`src/rtl/core/gauss3x3_smoothing_filter_assert.svh`:
```
// Assertion macros for the 3x3 Gaussian smoothing filter.
// Included by the top level; needs no package.
`ifndef GAUSS3X3_SMOOTHING_FILTER_ASSERT_SVH
`define GAUSS3X3_SMOOTHING_FILTER_ASSERT_SVH

// Property that must hold at every clock edge outside reset.
`define G3SF_CHECK(label, clk, rst, prop) \
   label: assert property (@(posedge clk) disable iff (rst) (prop)) \
      else $error("g3sf check failed");

// Condition in one cycle that forces a property in the next.
`define G3SF_CHECK_NEXT(label, clk, rst, cond, prop) \
   label: assert property (@(posedge clk) disable iff (rst) (cond) |=> (prop)) \
      else $error("g3sf sequence check failed");

`endif

```
`src/rtl/core/g3sf_pkg.sv`:
```
// Shared types and constants of the 3x3 Gaussian smoothing filter.
// No dependencies.
package g3sf_pkg;

   // Q0.16 kernel weights (sigma 1, normalized)
   localparam logic [15:0] W_CORNER = 16'd4923;
   localparam logic [15:0] W_EDGE   = 16'd8116;
   localparam logic [15:0] W_CENTER = 16'd13381;

   localparam int unsigned FRAC_BITS  = 16;
   localparam int unsigned ROUND_BIAS = 32768;

   localparam int unsigned CFG_WIDTH_BITS  = 11;
   localparam int unsigned CFG_HEIGHT_BITS = 16;
   localparam int unsigned CSR_DATA_BITS   = 32;
   localparam int unsigned CSR_ADDR_BITS   = 3;

   localparam logic [CFG_WIDTH_BITS-1:0]  WIDTH_RESET  = 11'd1024;
   localparam logic [CFG_HEIGHT_BITS-1:0] HEIGHT_RESET = 16'd1024;

   typedef enum logic {
      REG_IMAGE_WIDTH  = 1'b0,
      REG_IMAGE_HEIGHT = 1'b1
   } g3sf_reg_type;

   typedef struct packed {
      logic [CFG_WIDTH_BITS-1:0]  image_width;
      logic [CFG_HEIGHT_BITS-1:0] image_height;
      logic                       restart;
   } g3sf_cfg_type;

   typedef struct packed {
      logic row_done;
      logic frame_done;
   } g3sf_flags_type;

endpackage

```
`src/rtl/core/g3sf_rsp_if.sv`:
```
// Result channel of the 3x3 Gaussian smoothing filter.
// Valid/ready handshake; no dependencies.
interface g3sf_rsp_if #(
   parameter int PIXEL_BITS = 16
) ();
   logic                  valid;
   logic                  ready;
   logic [PIXEL_BITS-1:0] smoothed_pixel;
   logic                  row_done;
   logic                  frame_done;

   modport source (output valid, output smoothed_pixel, output row_done,
                   output frame_done, input ready);
   modport sink   (input valid, input smoothed_pixel, input row_done,
                   input frame_done, output ready);
endinterface

```
`src/rtl/core/g3sf_kernel.sv`:
```
// Weighting, rounding and saturation of the 3x3 sums; drives the result channel.
// Depends on g3sf_pkg and g3sf_rsp_if.
module g3sf_kernel #(
   parameter int PIXEL_BITS = 16
) (
   input  logic                         clock,
   input  logic                         reset,
   input  logic                         in_valid,
   output logic                         in_ready,
   input  logic [PIXEL_BITS+1:0]        corner_sum,
   input  logic [PIXEL_BITS+1:0]        edge_sum,
   input  logic [PIXEL_BITS-1:0]        center,
   input  g3sf_pkg::g3sf_flags_type     in_flags,
   g3sf_rsp_if.source                   rsp_chan
);
   import g3sf_pkg::*;

   localparam int PROD_BITS = PIXEL_BITS + 15;
   localparam int MID_BITS  = PIXEL_BITS + 14;
   localparam int ACC_BITS  = PIXEL_BITS + 17;

   logic                  p_valid_ff;
   logic [PROD_BITS-1:0]  p_corner_ff;
   logic [PROD_BITS-1:0]  p_edge_ff;
   logic [MID_BITS-1:0]   p_center_ff;
   g3sf_flags_type        p_flags_ff;

   logic                  out_valid_ff;
   logic [PIXEL_BITS-1:0] out_pixel_ff;
   g3sf_flags_type        out_flags_ff;

   logic                  out_free;
   logic                  p_free;
   logic [ACC_BITS-1:0]   acc;
   logic [PIXEL_BITS:0]   scaled;
   logic [PIXEL_BITS-1:0] pixel_in;

   assign out_free = !out_valid_ff || rsp_chan.ready;
   assign p_free   = !p_valid_ff || out_free;
   assign in_ready = p_free;

   // product stage: constant multiplies, one per weight class
   always_ff @(posedge clock) begin
      if (reset) begin
         p_valid_ff <= 1'b0;
      end else if (p_free) begin
         p_valid_ff <= in_valid;
      end
   end

   always_ff @(posedge clock) begin
      if (p_free && in_valid) begin
         p_corner_ff <= PROD_BITS'(corner_sum) * PROD_BITS'(W_CORNER);
         p_edge_ff   <= PROD_BITS'(edge_sum) * PROD_BITS'(W_EDGE);
         p_center_ff <= MID_BITS'(center) * MID_BITS'(W_CENTER);
         p_flags_ff  <= in_flags;
      end
   end

   // sum, round half up, drop the fraction, clamp to full scale
   always_comb begin
      acc = ACC_BITS'(p_corner_ff) + ACC_BITS'(p_edge_ff) + ACC_BITS'(p_center_ff)
          + ACC_BITS'(ROUND_BIAS);
      scaled = acc[ACC_BITS-1:FRAC_BITS];
      if (scaled[PIXEL_BITS]) begin
         pixel_in = '1;
      end else begin
         pixel_in = scaled[PIXEL_BITS-1:0];
      end
   end

   always_ff @(posedge clock) begin
      if (reset) begin
         out_valid_ff <= 1'b0;
      end else if (out_free) begin
         out_valid_ff <= p_valid_ff;
      end
   end

   always_ff @(posedge clock) begin
      if (out_free && p_valid_ff) begin
         out_pixel_ff <= pixel_in;
         out_flags_ff <= p_flags_ff;
      end
   end

   assign rsp_chan.valid          = out_valid_ff;
   assign rsp_chan.smoothed_pixel = out_pixel_ff;
   assign rsp_chan.row_done       = out_flags_ff.row_done;
   assign rsp_chan.frame_done     = out_flags_ff.frame_done;

endmodule

```
`src/flat_wrapper.sv`:
```
// flat-port wrapper written by rule: the top's interface ports become plain ports
module g3sf_kernel_flat import g3sf_pkg::*;
#(
   parameter int PIXEL_BITS = 16
)
  (clock, reset, in_valid, in_ready, corner_sum, edge_sum, center, in_flags, rsp_chan_valid, rsp_chan_smoothed_pixel, rsp_chan_row_done, rsp_chan_frame_done, rsp_chan_ready);
  g3sf_rsp_if #(.PIXEL_BITS(PIXEL_BITS)) rsp_chan_i ();
  input  logic clock;
  input  logic reset;
  input  logic in_valid;
  output logic in_ready;
  input  logic [PIXEL_BITS+1:0] corner_sum;
  input  logic [PIXEL_BITS+1:0] edge_sum;
  input  logic [PIXEL_BITS-1:0] center;
  input  g3sf_pkg::g3sf_flags_type in_flags;
  output wire logic [$bits(rsp_chan_i.valid)-1:0] rsp_chan_valid;
  output wire logic [$bits(rsp_chan_i.smoothed_pixel)-1:0] rsp_chan_smoothed_pixel;
  output wire logic [$bits(rsp_chan_i.row_done)-1:0] rsp_chan_row_done;
  output wire logic [$bits(rsp_chan_i.frame_done)-1:0] rsp_chan_frame_done;
  input wire logic [$bits(rsp_chan_i.ready)-1:0] rsp_chan_ready;
  assign rsp_chan_valid = rsp_chan_i.valid;
  assign rsp_chan_smoothed_pixel = rsp_chan_i.smoothed_pixel;
  assign rsp_chan_row_done = rsp_chan_i.row_done;
  assign rsp_chan_frame_done = rsp_chan_i.frame_done;
  assign rsp_chan_i.ready = rsp_chan_ready;
  g3sf_kernel #(.PIXEL_BITS(PIXEL_BITS)) u_core (.clock(clock), .reset(reset), .in_valid(in_valid), .in_ready(in_ready), .corner_sum(corner_sum), .edge_sum(edge_sum), .center(center), .in_flags(in_flags), .rsp_chan(rsp_chan_i));
endmodule
```
`config.mk`:
```
export PLATFORM = sky130hd
export DESIGN_NAME = g3sf_kernel_flat
export DESIGN_NICKNAME = d
export VERILOG_FILES = /design/src/rtl/core/gauss3x3_smoothing_filter_assert.svh /design/src/rtl/core/g3sf_pkg.sv /design/src/rtl/core/g3sf_rsp_if.sv /design/src/rtl/core/g3sf_kernel.sv /design/src/flat_wrapper.sv
export SDC_FILE = /design/constraint.sdc
export NUM_CORES = 1
export LEC_CHECK = 0
export BUFFER_PORTS_ARGS = -buffer_cell sky130_fd_sc_hd__buf_2
export CELL_PAD_IN_SITES_DETAIL_PLACEMENT = 2
export CELL_PAD_IN_SITES_GLOBAL_PLACEMENT = 2
export CORE_MARGIN = 3
export CORE_UTILIZATION = 37
export DETAILED_ROUTE_END_ITERATION = 10
export GPL_ROUTABILITY_DRIVEN = 0
export GPL_TIMING_DRIVEN = 0
export MAX_ROUTING_LAYER = met4
export PLACE_DENSITY = 0.78
export REMOVE_ABC_BUFFERS = 1
export SLEW_MARGIN = 10
export SYNTH_ARGS = -nofsm -noshare
export SYNTH_HDL_FRONTEND = slang
export SYNTH_SLANG_ARGS = --single-unit
```
`constraint.sdc`:
```
create_clock -name clock -period 7.9 [get_ports clock]
set_clock_uncertainty 0.2 [all_clocks]
set_input_delay 1.58 -clock clock [delete_from_list [all_inputs] [get_ports clock]]
set_output_delay 1.58 -clock clock [all_outputs]
set_load 0.03 [all_outputs]
```
==> reports/qor.csv <==
metric,value,unit
status,"finished, final reports clean",
grt_start_max_net_pins,59,
antenna_cells,0,
root_buffer,clkbuf_16,
drv_cap,0,
synth_top_family_by_area,adder cells,
worstPathRequired,7860,ps
start_kind,input port,
ys_ff_latch,112,
port-buffer-count,77,
nets,2628,
fp.coreArea,49500,um2
synthAdderAreaFrac,0.500,
synth_flop_cell,edfxtp_1,
period_needed,7020,ps
fin_area,20200,um2
async_flop_share,0,
path_clk_slew,80,ps
drt_pre_antenna_iters,5,
clockBufferDepth,2,
post_cts_buffers,0,
synthSimpleGateAreaFrac,0.0610,
fmax,0.142,GHz
ctsHtreeMaxLevel,3,
clk_latency,390,ps
drc_errors,0,
area_growth,8.14,%
die_w,231,um
yosysTopAreaCell,ha_1,
worstSetupEndpointType,register,
syn_avg_cell_area,10.0,um2
cp.arrival,6980,ps
setup_viol,0,
tightest_slew,1100,ps
synth_xor_xnor_area_share,0.0519,
finalHoldViolations,0,
die_h,231,um
numCtsBuffers,9,
post_drt_via_cell_ratio,5.08,
grt-ovfl-total,0,
slew_headroom,0.262,
start_util,0.379,
place_area,19900,um2
layout-drive-gt1-share,0.0603,
dieArea,53300,um2
ctsHoldBuffers,0,
fillers,5446,
yosys_warnings,0,
synth.area.mux_share,0.00167,
synthTopCellsByCount,"inv_1, ha_1, fa_1",
hp-class,register to register,
rows,81,
synth_cells,1871,
rsz0062_at_grt,no,
syn-cell-area,18700,um2
io_pins,78,
finalWirelength,51400,um
cts_tree,done,
crit_path_max_fanout,5,
synth_edf_count,110,
synth_seq_area_share,0.179,
clkSinkCount,112,
drt_iter0_drc,328,
grt_pass1_vias,15900,
crit_type,input port to register,
routedWlPerCell,19.6,um
drv_slew,0,
drtAntennaViolNets,0,
yosysMostFrequentCell,inv_1,
fin_setup_tns,0,ps
synth_area_leaders,"ha_1, fa_1, edfxtp_1",
synth_compound_area_frac,0.111,
antenna_found_initial,0,
dpl.hpwl,45600,um
netlist-cell-type-count,68,
grt_pass1_wl,84100,um
post_cts_resized,0,
vias,13300,
grt_usage,0.205,
synth_top_area_frac,0.267,
period_share,0.889,
## cell type report
cell class / count / area (um2) / area share
Tap cell: 664 / 831 / 0.0410
Inverter: 470 / 1760 / 0.0871
Clock buffer: 9 / 225 / 0.0111
Sequential cell: 112 / 3340 / 0.165
Clock inverter: 7 / 77.6 / 0.00383
Timing Repair Buffer: 78 / 413 / 0.0204
Multi-Input combinational cell: 1282 / 13600 / 0.671
## sequential cells by signal, summed over array words and instances, names as in the netlist
register and count:
u_core.rsp_chan.frame_done 1, u_core.p_center_ff 30, u_core.rsp_chan.smoothed_pixel 16, u_core.p_edge_ff 29, u_core.rsp_chan.row_done 1, u_core.rsp_chan.valid 1, u_core.p_flags_ff 2, u_core.p_valid_ff 1
u_core.p_corner_ff 31
## cell usage in the layout, fill, tap and decap left out, types with 4 or more instances in the layout
cell type	n
a211oi_1	10
a21o_1	56
a21oi_1	98
a31oi_1	8
and2_1	5
buf_2	77
clkbuf_16	9
edfxtp_1	110
fa_1	218
ha_1	399
inv_1	470
nand2_1	65
nand2b_1	12
nand3_1	24
nand4_1	9
nor2_1	73
nor2b_1	11
nor3_1	16
nor3b_1	4
o211ai_1	7
o21a_1	15
o21ai_0	27
o21ai_1	15
o21bai_1	15
o311ai_1	4
o31ai_1	6
or3_1	4
xnor2_1	72
xor2_1	39
## critical path: stages
cell	delay, ps
buf_2	190
inv_1	110
fa_1	600
inv_1	80
fa_1	570
fa_1	560
fa_1	520
fa_1	500
ha_1	380
a21o_1	200
a21o_1	170
a21o_1	190
a221o_1	350
o211ai_1	180
a21boi_1	160
o41ai_1	390
nand3_1	130
o311ai_0	130
## metal layers
| layer | track usage | vias up | share of wire |
|---|---|---|---|
| met1 | 0.228 | 6812 | 0.41 |
| li1 | - | 6337 | - |
| met4 | 0.0428 | 0 | 0.017 |
| met5 | - | - | 0 |
| met2 | 0.401 | 115 | 0.56 |
| met3 | 0.0144 | 44 | 0.012 |
## path summary, 6_finish.rpt
kind / start / endpoint / slack (ps) / cells after the start
max reg2reg: u_core.p_corner_ff[12]$_DFFE_PP_ / u_core.rsp_chan.smoothed_pixel[0]$_SDFFCE_PP1P_ / 1240 / 21
min: u_core.p_flags_ff[0]$_DFFE_PP_ / u_core.rsp_chan.frame_done$_DFFE_PP_ / 230 / 0
min reg2reg: u_core.p_flags_ff[0]$_DFFE_PP_ / u_core.rsp_chan.frame_done$_DFFE_PP_ / 230 / 0
max: edge_sum[6] / u_core.p_edge_ff[29]$_DFFE_PP_ / 880 / 18
## logic make-up after synthesis
group / Yosys count
buffers and inverters: 477
XOR/XNOR: 111
AO/OA/AOI/OAI: 309
adder cells (fa/ha/maj): 617
flip-flops: 112
multiplexers: 3
AND/OR/NAND/NOR: 242
## through the flow
step | hold slack (ps) | setup slack [ps] | utilization | std cells
global placement | 206 | 581 | 0.403 | 2605
finish | 234 | 880 | 0.409 | 2622
CTS | 242 | 811 | 0.409 | 2622
floorplan | 200 | 1220 | - | 1864
detailed placement | 205 | 412 | 0.403 | 2606
global route | 252 | 559 | 0.409 | 2622
Power is left out: the tool's default activity adds up to more than one toggle a clock period on the data nets, which glitch-free logic cannot reach.
