`src/rtl/core/gauss3x3_smoothing_filter_assert.svh`:
```
// Assertion macros for the 3x3 Gaussian smoothing filter.
// Included by the top level; needs no package.
`ifndef GAUSS3X3_SMOOTHING_FILTER_ASSERT_SVH
`define GAUSS3X3_SMOOTHING_FILTER_ASSERT_SVH

// Property that must hold at every clock edge outside reset.
`define G3SF_CHECK(label, clk, rst, prop) \
   label: assert property (@(posedge clk) disable iff (rst) (prop)) \
      else $error("g3sf check failed");

// Condition in one cycle that forces a property in the next.
`define G3SF_CHECK_NEXT(label, clk, rst, cond, prop) \
   label: assert property (@(posedge clk) disable iff (rst) (cond) |=> (prop)) \
      else $error("g3sf sequence check failed");

`endif

```
`src/rtl/core/g3sf_pkg.sv`:
```
// Shared types and constants of the 3x3 Gaussian smoothing filter.
// No dependencies.
package g3sf_pkg;

   // Q0.16 kernel weights (sigma 1, normalized)
   localparam logic [15:0] W_CORNER = 16'd4923;
   localparam logic [15:0] W_EDGE   = 16'd8116;
   localparam logic [15:0] W_CENTER = 16'd13381;

   localparam int unsigned FRAC_BITS  = 16;
   localparam int unsigned ROUND_BIAS = 32768;

   localparam int unsigned CFG_WIDTH_BITS  = 11;
   localparam int unsigned CFG_HEIGHT_BITS = 16;
   localparam int unsigned CSR_DATA_BITS   = 32;
   localparam int unsigned CSR_ADDR_BITS   = 3;

   localparam logic [CFG_WIDTH_BITS-1:0]  WIDTH_RESET  = 11'd1024;
   localparam logic [CFG_HEIGHT_BITS-1:0] HEIGHT_RESET = 16'd1024;

   typedef enum logic {
      REG_IMAGE_WIDTH  = 1'b0,
      REG_IMAGE_HEIGHT = 1'b1
   } g3sf_reg_type;

   typedef struct packed {
      logic [CFG_WIDTH_BITS-1:0]  image_width;
      logic [CFG_HEIGHT_BITS-1:0] image_height;
      logic                       restart;
   } g3sf_cfg_type;

   typedef struct packed {
      logic row_done;
      logic frame_done;
   } g3sf_flags_type;

endpackage

```
`src/rtl/core/g3sf_csr.sv`:
```
// APB-style register block: image width and height, frame restart pulse.
// Depends on g3sf_pkg.
module g3sf_csr (
   input  logic                                   clock,
   input  logic                                   reset,
   input  logic                                   csr_psel,
   input  logic                                   csr_penable,
   input  logic                                   csr_pwrite,
   input  logic [g3sf_pkg::CSR_ADDR_BITS-1:0]     csr_paddr,
   input  logic [g3sf_pkg::CSR_DATA_BITS-1:0]     csr_pwdata,
   output logic [g3sf_pkg::CSR_DATA_BITS-1:0]     csr_prdata,
   output logic                                   csr_pready,
   output g3sf_pkg::g3sf_cfg_type                 cfg
);
   import g3sf_pkg::*;

   logic [CFG_WIDTH_BITS-1:0]  width_ff;
   logic [CFG_HEIGHT_BITS-1:0] height_ff;
   logic                       wr_en;
   g3sf_reg_type               reg_sel;

   assign csr_pready = 1'b1;
   // word index; byte lane bits are not decoded
   assign reg_sel    = g3sf_reg_type'(csr_paddr[2]);
   assign wr_en      = csr_psel & csr_penable & csr_pwrite & csr_pready;

   always_ff @(posedge clock) begin
      if (reset) begin
         width_ff  <= WIDTH_RESET;
         height_ff <= HEIGHT_RESET;
      end else if (wr_en) begin
         unique case (reg_sel)
            REG_IMAGE_WIDTH:  width_ff  <= csr_pwdata[CFG_WIDTH_BITS-1:0];
            REG_IMAGE_HEIGHT: height_ff <= csr_pwdata[CFG_HEIGHT_BITS-1:0];
         endcase
      end
   end

   always_comb begin
      unique case (reg_sel)
         REG_IMAGE_WIDTH:  csr_prdata = CSR_DATA_BITS'(width_ff);
         REG_IMAGE_HEIGHT: csr_prdata = CSR_DATA_BITS'(height_ff);
      endcase
   end

   // every register write restarts the frame
   assign cfg.image_width  = width_ff;
   assign cfg.image_height = height_ff;
   assign cfg.restart      = wr_en;

endmodule

```
`config.mk`:
```
export PLATFORM = sky130hd
export DESIGN_NAME = g3sf_csr
export DESIGN_NICKNAME = d
export VERILOG_FILES = /design/src/rtl/core/gauss3x3_smoothing_filter_assert.svh /design/src/rtl/core/g3sf_pkg.sv /design/src/rtl/core/g3sf_csr.sv
export SDC_FILE = /design/constraint.sdc
export NUM_CORES = 1
export LEC_CHECK = 0
export ABC_CLOCK_PERIOD_IN_PS = 1300
export BUFFER_PORTS_ARGS = -buffer_cell sky130_fd_sc_hd__buf_2
export CORE_ASPECT_RATIO = 1.1
export CORE_MARGIN = 4
export CORE_UTILIZATION = 41
export DETAILED_ROUTE_END_ITERATION = 8
export GPL_TIMING_DRIVEN = 0
export PLACE_DENSITY = 0.9
export SYNTH_ARGS = -nofsm -noshare
export SYNTH_HDL_FRONTEND = slang
export SYNTH_SLANG_ARGS = --single-unit
```
`constraint.sdc`:
```
create_clock -name clock -period 1.3 [get_ports clock]
set_input_delay 0.065 -clock clock [delete_from_list [all_inputs] [get_ports clock]]
set_output_delay 0.065 -clock clock [all_outputs]
set_load 0.02 [all_outputs]
```
==> results of run 1 <==
==> timing repair <==
item,CTS,global route
endpoints found under the hold margin,5,0
buffers inserted,0,0
hold buffers,5,0
==> through the flow <==
step	cells	instance area [um^2]	total power [W]	hold slack (ns)	util
4_1_cts	285	2000	0.00157	0.00372	0.587
3_3_place_gp	276	1930	0.00119	0.330	0.565
6_report	285	2000	0.00155	0.0143	0.587
2_1_floorplan	163	1540	0.00110	0.220	-
5_1_grt	285	2000	0.00163	0.00147	0.587
3_5_place_dp	276	1930	0.00119	0.335	0.565
==> final cells by class <==
cell class	instances	area, um^2
Buffer	28	208
Timing Repair Buffer	70	375
Sequential cell	27	541
Clock buffer	4	26.3
Tap cell	48	60.1
Fill cell	330	1410
Multi-Input combinational cell	108	793
==> registers in the layout (all words and copies together), names as in the netlist <==
signal     count
width_ff      11
height_ff     16
==> cells in the final DEF, fill, tap and decap left out <==
master / Yosys / layout
buf_2: 2 / 67
nand2b_1: 40 / 40
mux2i_1: 27 / 27
dfxtp_1: 27 / 27
buf_4: 18 / 18
conb_1: 2 / 17
mux2_2: 11 / 11
and2_1: 5 / 5
clkbuf_1: 4 / 5
dlygate4sd3_1: 0 / 5
nor2_1: 3 / 3
clkbuf_4: 0 / 3
buf_6: 2 / 2
and3_1: 1 / 1
and4b_1: 1 / 1
clkbuf_2: 1 / 1
and4_4: 1 / 1
buf_12: 1 / 1
nand4_1: 1 / 1
nand4b_1: 1 / 1
==> power groups by stage <==
stage | registers [W] | logic, W | clock network (W)
after floorplan | 0.000898 | 0.000204 | 0
after global placement | 0.000876 | 0.000314 | 0
after detailed placement | 0.000877 | 0.000318 | 0
after CTS | 0.000859 | 0.000330 | 0.000378
after global routing | 0.000862 | 0.000357 | 0.000408
final | 0.000859 | 0.000329 | 0.000359
==> how the worst min path moves through the flow <==
| stage | to | slack [ns] | depth (start not counted) |
|---|---|---|---|
| final | width_ff[10]$_SDFFE_PP1P_ | 0.01 | 3 |
| after global routing | width_ff[5]$_SDFFE_PP0P_ | 0.001 | 3 |
| after CTS | width_ff[5]$_SDFFE_PP0P_ | 0.004 | 3 |
| after detailed placement | height_ff[13]$_SDFFE_PP0P_ | 0.33 | 3 |
| after global placement | height_ff[11]$_SDFFE_PP0P_ | 0.33 | 3 |
| after floorplan | height_ff[11]$_SDFFE_PP0P_ | 0.22 | 2 |
==> worst max-delay path, cell delays in order, from the launching register on <==
cell and delay (ns):
dfxtp_1 0.35, mux2_2 0.27, buf_2 0.16
==> metal layers <==
metal  global-route usage  vias up  wire, um
met5                    0        -         0
met4               0.0553        0        36
met3               0.0111        2       134
met2                0.261       39      1790
met1                0.182      559      1530
li1                     -      629         -
==> cells by family after synthesis <==
logic type	Yosys count	synth area share
simple gates	53	0.226
mux	38	0.265
buf+inv	28	0.140
flops	27	0.364
other cells	2	0.00506
==> results_dict.tcl, run 1 <==
set metrics [dict create \
    ys_ff_latch 27 \
    firstDrtPassIters 2 \
    h-tree-depth 1 \
    reg2reg_from "height_ff[3]$_SDFFE_PP0P_" \
    ys_types 18 \
    grt_usage 0.147 \
    num_antenna_cells 0 \
    p_clk_frac 0.232 \
    hpwl_um 2710 \
    hold_viol 0 \
    io_buffers 65 \
    grt_max_degree 15 \
    finalCriticalPeriod_ns 1.16 \
    timing.rr.end "height_ff[3]$_SDFFE_PP0P_" \
    die_area_um2 4650 \
    path_class "reg -> out" \
    status "completed" \
    slew_violations 0 \
    syn_to_final_growth_pct 34.9 \
    synthArstFlopShare 0 \
    critical_path.startpoint_type "flip-flop" \
    synthesis.area_um2 1490 \
    drc 0 \
    rows 22 \
    cts_tree "built" \
    fin_crit_sh 0.895 \
    required_ns 1.24 \
    rsz0062_at_grt "no" \
    post-place-ws_ns 0.148 \
    grt_pass1_wl_um 5430 \
    hold_path.class "in -> reg" \
    synth_edf_count 0 \
    p_comb_frac 0.213 \
    postCtsResizedCells 0 \
    fin_nets 278 \
    fp.dieW_um 65.4 \
    synth.top_cells.by_area "dfxtp_1 36%, mux2i_1 18%, nand2b_1 17%, buf_4 9.1%, mux2_2 8.3%" \
    fin_worst_skew_ns 0 \
    wl_per_cell_um 12.2 \
    switching_power_w 0.000426 \
    fp.coreArea_um2 3410 \
    ant_nets 0 \
    cellLeakagePower_nw 1.06 \
    io_pins 101 \
    synth.avg_cell_area_um2 10.0 \
    clock-sinks 27 \
    worstPathMaxFanout 3 \
    crit_arrival_ns 1.10 \
    syn_inst 148 \
    globalplace.congestion 0.722 \
    clockBufferDepth 2 \
    num_vias 1229 \
    synth_most_common_cell "nand2b_1" \
    fmax_mhz 859 \
    tns_ns 0 \
    ir_drop_uv 442 \
    path_clk_slew_ns 0.14 \
    drtIter0Drc 38 \
    min_from "csr_pwdata[10]" \
    p_seq_frac 0.555 \
    finalSetupViolCount 0 \
    crit_end "csr_prdata[3]" \
    crit_path_end_kind "output pin" \
    wirelength_um 3490 \
    synthFlopType "dfxtp_1" \
    initial_core_util 0.435 \
    via_per_inst 4.31 \
    drive_gt1_frac 0.439 \
    antenna_found_initial 0 \
    clk_latency_ns 0.32 \
    setup_slack_ns 0.136 \
    yosysTopAreaCell "dfxtp_1" \
    cts_buffers 3 \
    netSwitchingFraction 0.276 \
    yosys-top-cells-count "40 x nand2b_1, 27 x dfxtp_1, 27 x mux2i_1" \
    r2r_setup_slack_ns 0.65 \
    ys_warn_count 0 \
    worstSetupStartpoint "height_ff[3]$_SDFFE_PP0P_" \
    first_global_vias 1179 \
    intPower_w 0.00112 \
    synth-seq-area-share 0.364 \
    cts-root-buf "clkbuf_4" \
    gr-total-overflow 0 \
    reg2reg_depth 2 \
    synth_top_area_frac 0.364 \
    drv_cap 0 \
    die_h_um 71.1 \
    power.density_nw_per_um2 772 \
]
No activity file was read; power rests on OpenSTA's default activity.
==> run 2: changes to the inputs <==
--- a/config.mk
+++ b/config.mk
@@ -13,6 +13,7 @@
 export DETAILED_ROUTE_END_ITERATION = 8
 export GPL_TIMING_DRIVEN = 0
 export PLACE_DENSITY = 0.9
+export REMOVE_ABC_BUFFERS = 1
 export SYNTH_ARGS = -nofsm -noshare
 export SYNTH_HDL_FRONTEND = slang
 export SYNTH_SLANG_ARGS = --single-unit
==> run 2 against run 1 <==
Against the previous run: count of clock-buffer cells in the layout is the same; via count shrank 7.4%; clock power is essentially flat; combinational power shrank 19%; flip-flop and latch count is the same; non-clock buffer count shrank 27; critical path type unchanged; largest cell class unchanged.
==> results_dict.tcl, run 2 (synthesis results as in run 1) <==
set metrics [dict create \
    clk_latency_ns 0.31 \
    hold_ws_ns 0.00962 \
    cts_hold_buf 6 \
    hold_path.class "in -> reg" \
    fp.dieW_um 65.4 \
    netSwitchingFraction 0.276 \
    fin_area_um2 1810 \
    path_clk_slew_ns 0.14 \
    io_buffers 65 \
    r2r_setup_slack_ns 0.66 \
    regMostFlops "height_ff" \
    first_global_vias 1104 \
    die_h_um 71.1 \
    hpwl_um 2230 \
    hold_viol 0 \
    cellLeakagePower_nw 0.933 \
    io_pins 101 \
    worstPathCellList "mux2_2, buf_2" \
    gr-total-overflow 0 \
    cpLargestDelayFamily "flip-flops" \
    fin_nets 251 \
    post-place-ws_ns -0.0109 \
    ir_drop_uv 539 \
    crit_path_end_kind "output pin" \
    cts-root-buf "clkbuf_4" \
    wl_per_cell_um 11.8 \
    reg_top3 "height_ff x16, width_ff x11" \
    drtIter0Drc 42 \
    worst-path-buf-inv 1 \
    cts_buffers 3 \
    fp.coreArea_um2 3410 \
    critical_path.startpoint_type "flip-flop" \
    intPower_w 0.00107 \
    slew_violations 0 \
    antenna_found_initial 0 \
    via_per_inst 4.41 \
    clockBufferDepth 2 \
    cpPeakStageDelay_ns 0.35 \
    die_area_um2 4650 \
    rows 22 \
    status "completed" \
    clock-sinks 27 \
    fillers 338 \
    grt_usage 0.136 \
    num_antenna_cells 0 \
    tns_ns 0 \
    worstPathMaxFanout 3 \
    largest_reg_flops 16 \
    h-tree-depth 1 \
    globalplace.congestion 0.697 \
    mostFrequentLayoutCell "buf_2" \
    cts_tree "built" \
    multi_input_area_um2 793 \
    syn_to_final_growth_pct 21.6 \
    firstDrtPassIters 4 \
    finalSetupViolCount 0 \
    finalCriticalPeriod_ns 1.16 \
    cts_setup_buffers 0 \
    rsz0062_at_grt "no" \
    dp_cells 248 \
    drv_cap 0 \
    layout.area.seq_um2 541 \
    p_comb_frac 0.181 \
    maxSlewHeadroom 0.626 \
    mostFrequentLayoutCells "65 x buf_2, 40 x nand2b_1, 27 x mux2i_1, 27 x dfxtp_1, 17 x conb_1" \
    fin_crit_sh 0.892 \
    crit_arrival_ns 1.10 \
    tightest_slew_ns 0.557 \
    fin_worst_skew_ns 0 \
    postCtsResizedCells 0 \
    power.density_nw_per_um2 822 \
    drc 0 \
    num_vias 1138 \
    p_seq_frac 0.579 \
    place_area_um2 1720 \
    initial_core_util 0.435 \
    p_clk_frac 0.240 \
    required_ns 1.24 \
    crit_slowest_cell "dfxtp_1" \
    path_class "reg -> out" \
    wirelength_um 3060 \
    ant_nets 0 \
    switching_power_w 0.000409 \
    fin_cells 258 \
    grt_max_degree 44 \
    setup_slack_ns 0.140 \
    drive_gt1_frac 0.381 \
    grt_pass1_wl_um 5050 \
    fmax_mhz 862 \
]
run 2: cell type report:
class | count | area share
Sequential cell | 27 | 0.299
Clock buffer | 4 | 0.0146
Multi-Input combinational cell | 108 | 0.439
Tap cell | 48 | 0.0333
Timing Repair Buffer | 71 | 0.213
run 2: power groups by stage:
stage                     logic [W]  registers [W]  clock network (W)
final                      0.000268       0.000859           0.000357
after global routing       0.000292       0.000863           0.000410
after CTS                  0.000269       0.000859           0.000377
after detailed placement   0.000254       0.000877                  0
after global placement     0.000251       0.000876                  0
after floorplan            0.000137       0.000898                  0
run 2: final timing paths:
check,startpoint,to,cells past startpoint
setup / recovery,height_ff[4]$_SDFFE_PP0P_,csr_prdata[4],2
hold / removal,csr_pwdata[9],width_ff[9]$_SDFFE_PP0P_,3
setup reg to reg,height_ff[10]$_SDFFE_PP1P_,height_ff[10]$_SDFFE_PP1P_,2
hold reg to reg,width_ff[3]$_SDFFE_PP0P_,width_ff[3]$_SDFFE_PP0P_,2
run 2: routing by layer:
metal,share of wire,up-vias,wire (um),track usage
met4,0.0059,0,18,0.0346
met1,0.40,526,1210,0.160
li1,-,573,-,-
met5,0,-,0,0
met2,0.53,37,1630,0.250
met3,0.066,2,202,0.0254
run 2: metrics by stage:
stage,power (W),util
floorplan,0.00104,-
global placement,0.00113,0.504
detailed placement,0.00113,0.504
CTS,0.00150,0.529
global route,0.00156,0.529
finish,0.00148,0.529
run 2: worst register-to-register path: stages, from the launching register on:
cell and delay [ns]:
dfxtp_1 0.39, nor2_1 0.06, mux2i_1 0.14
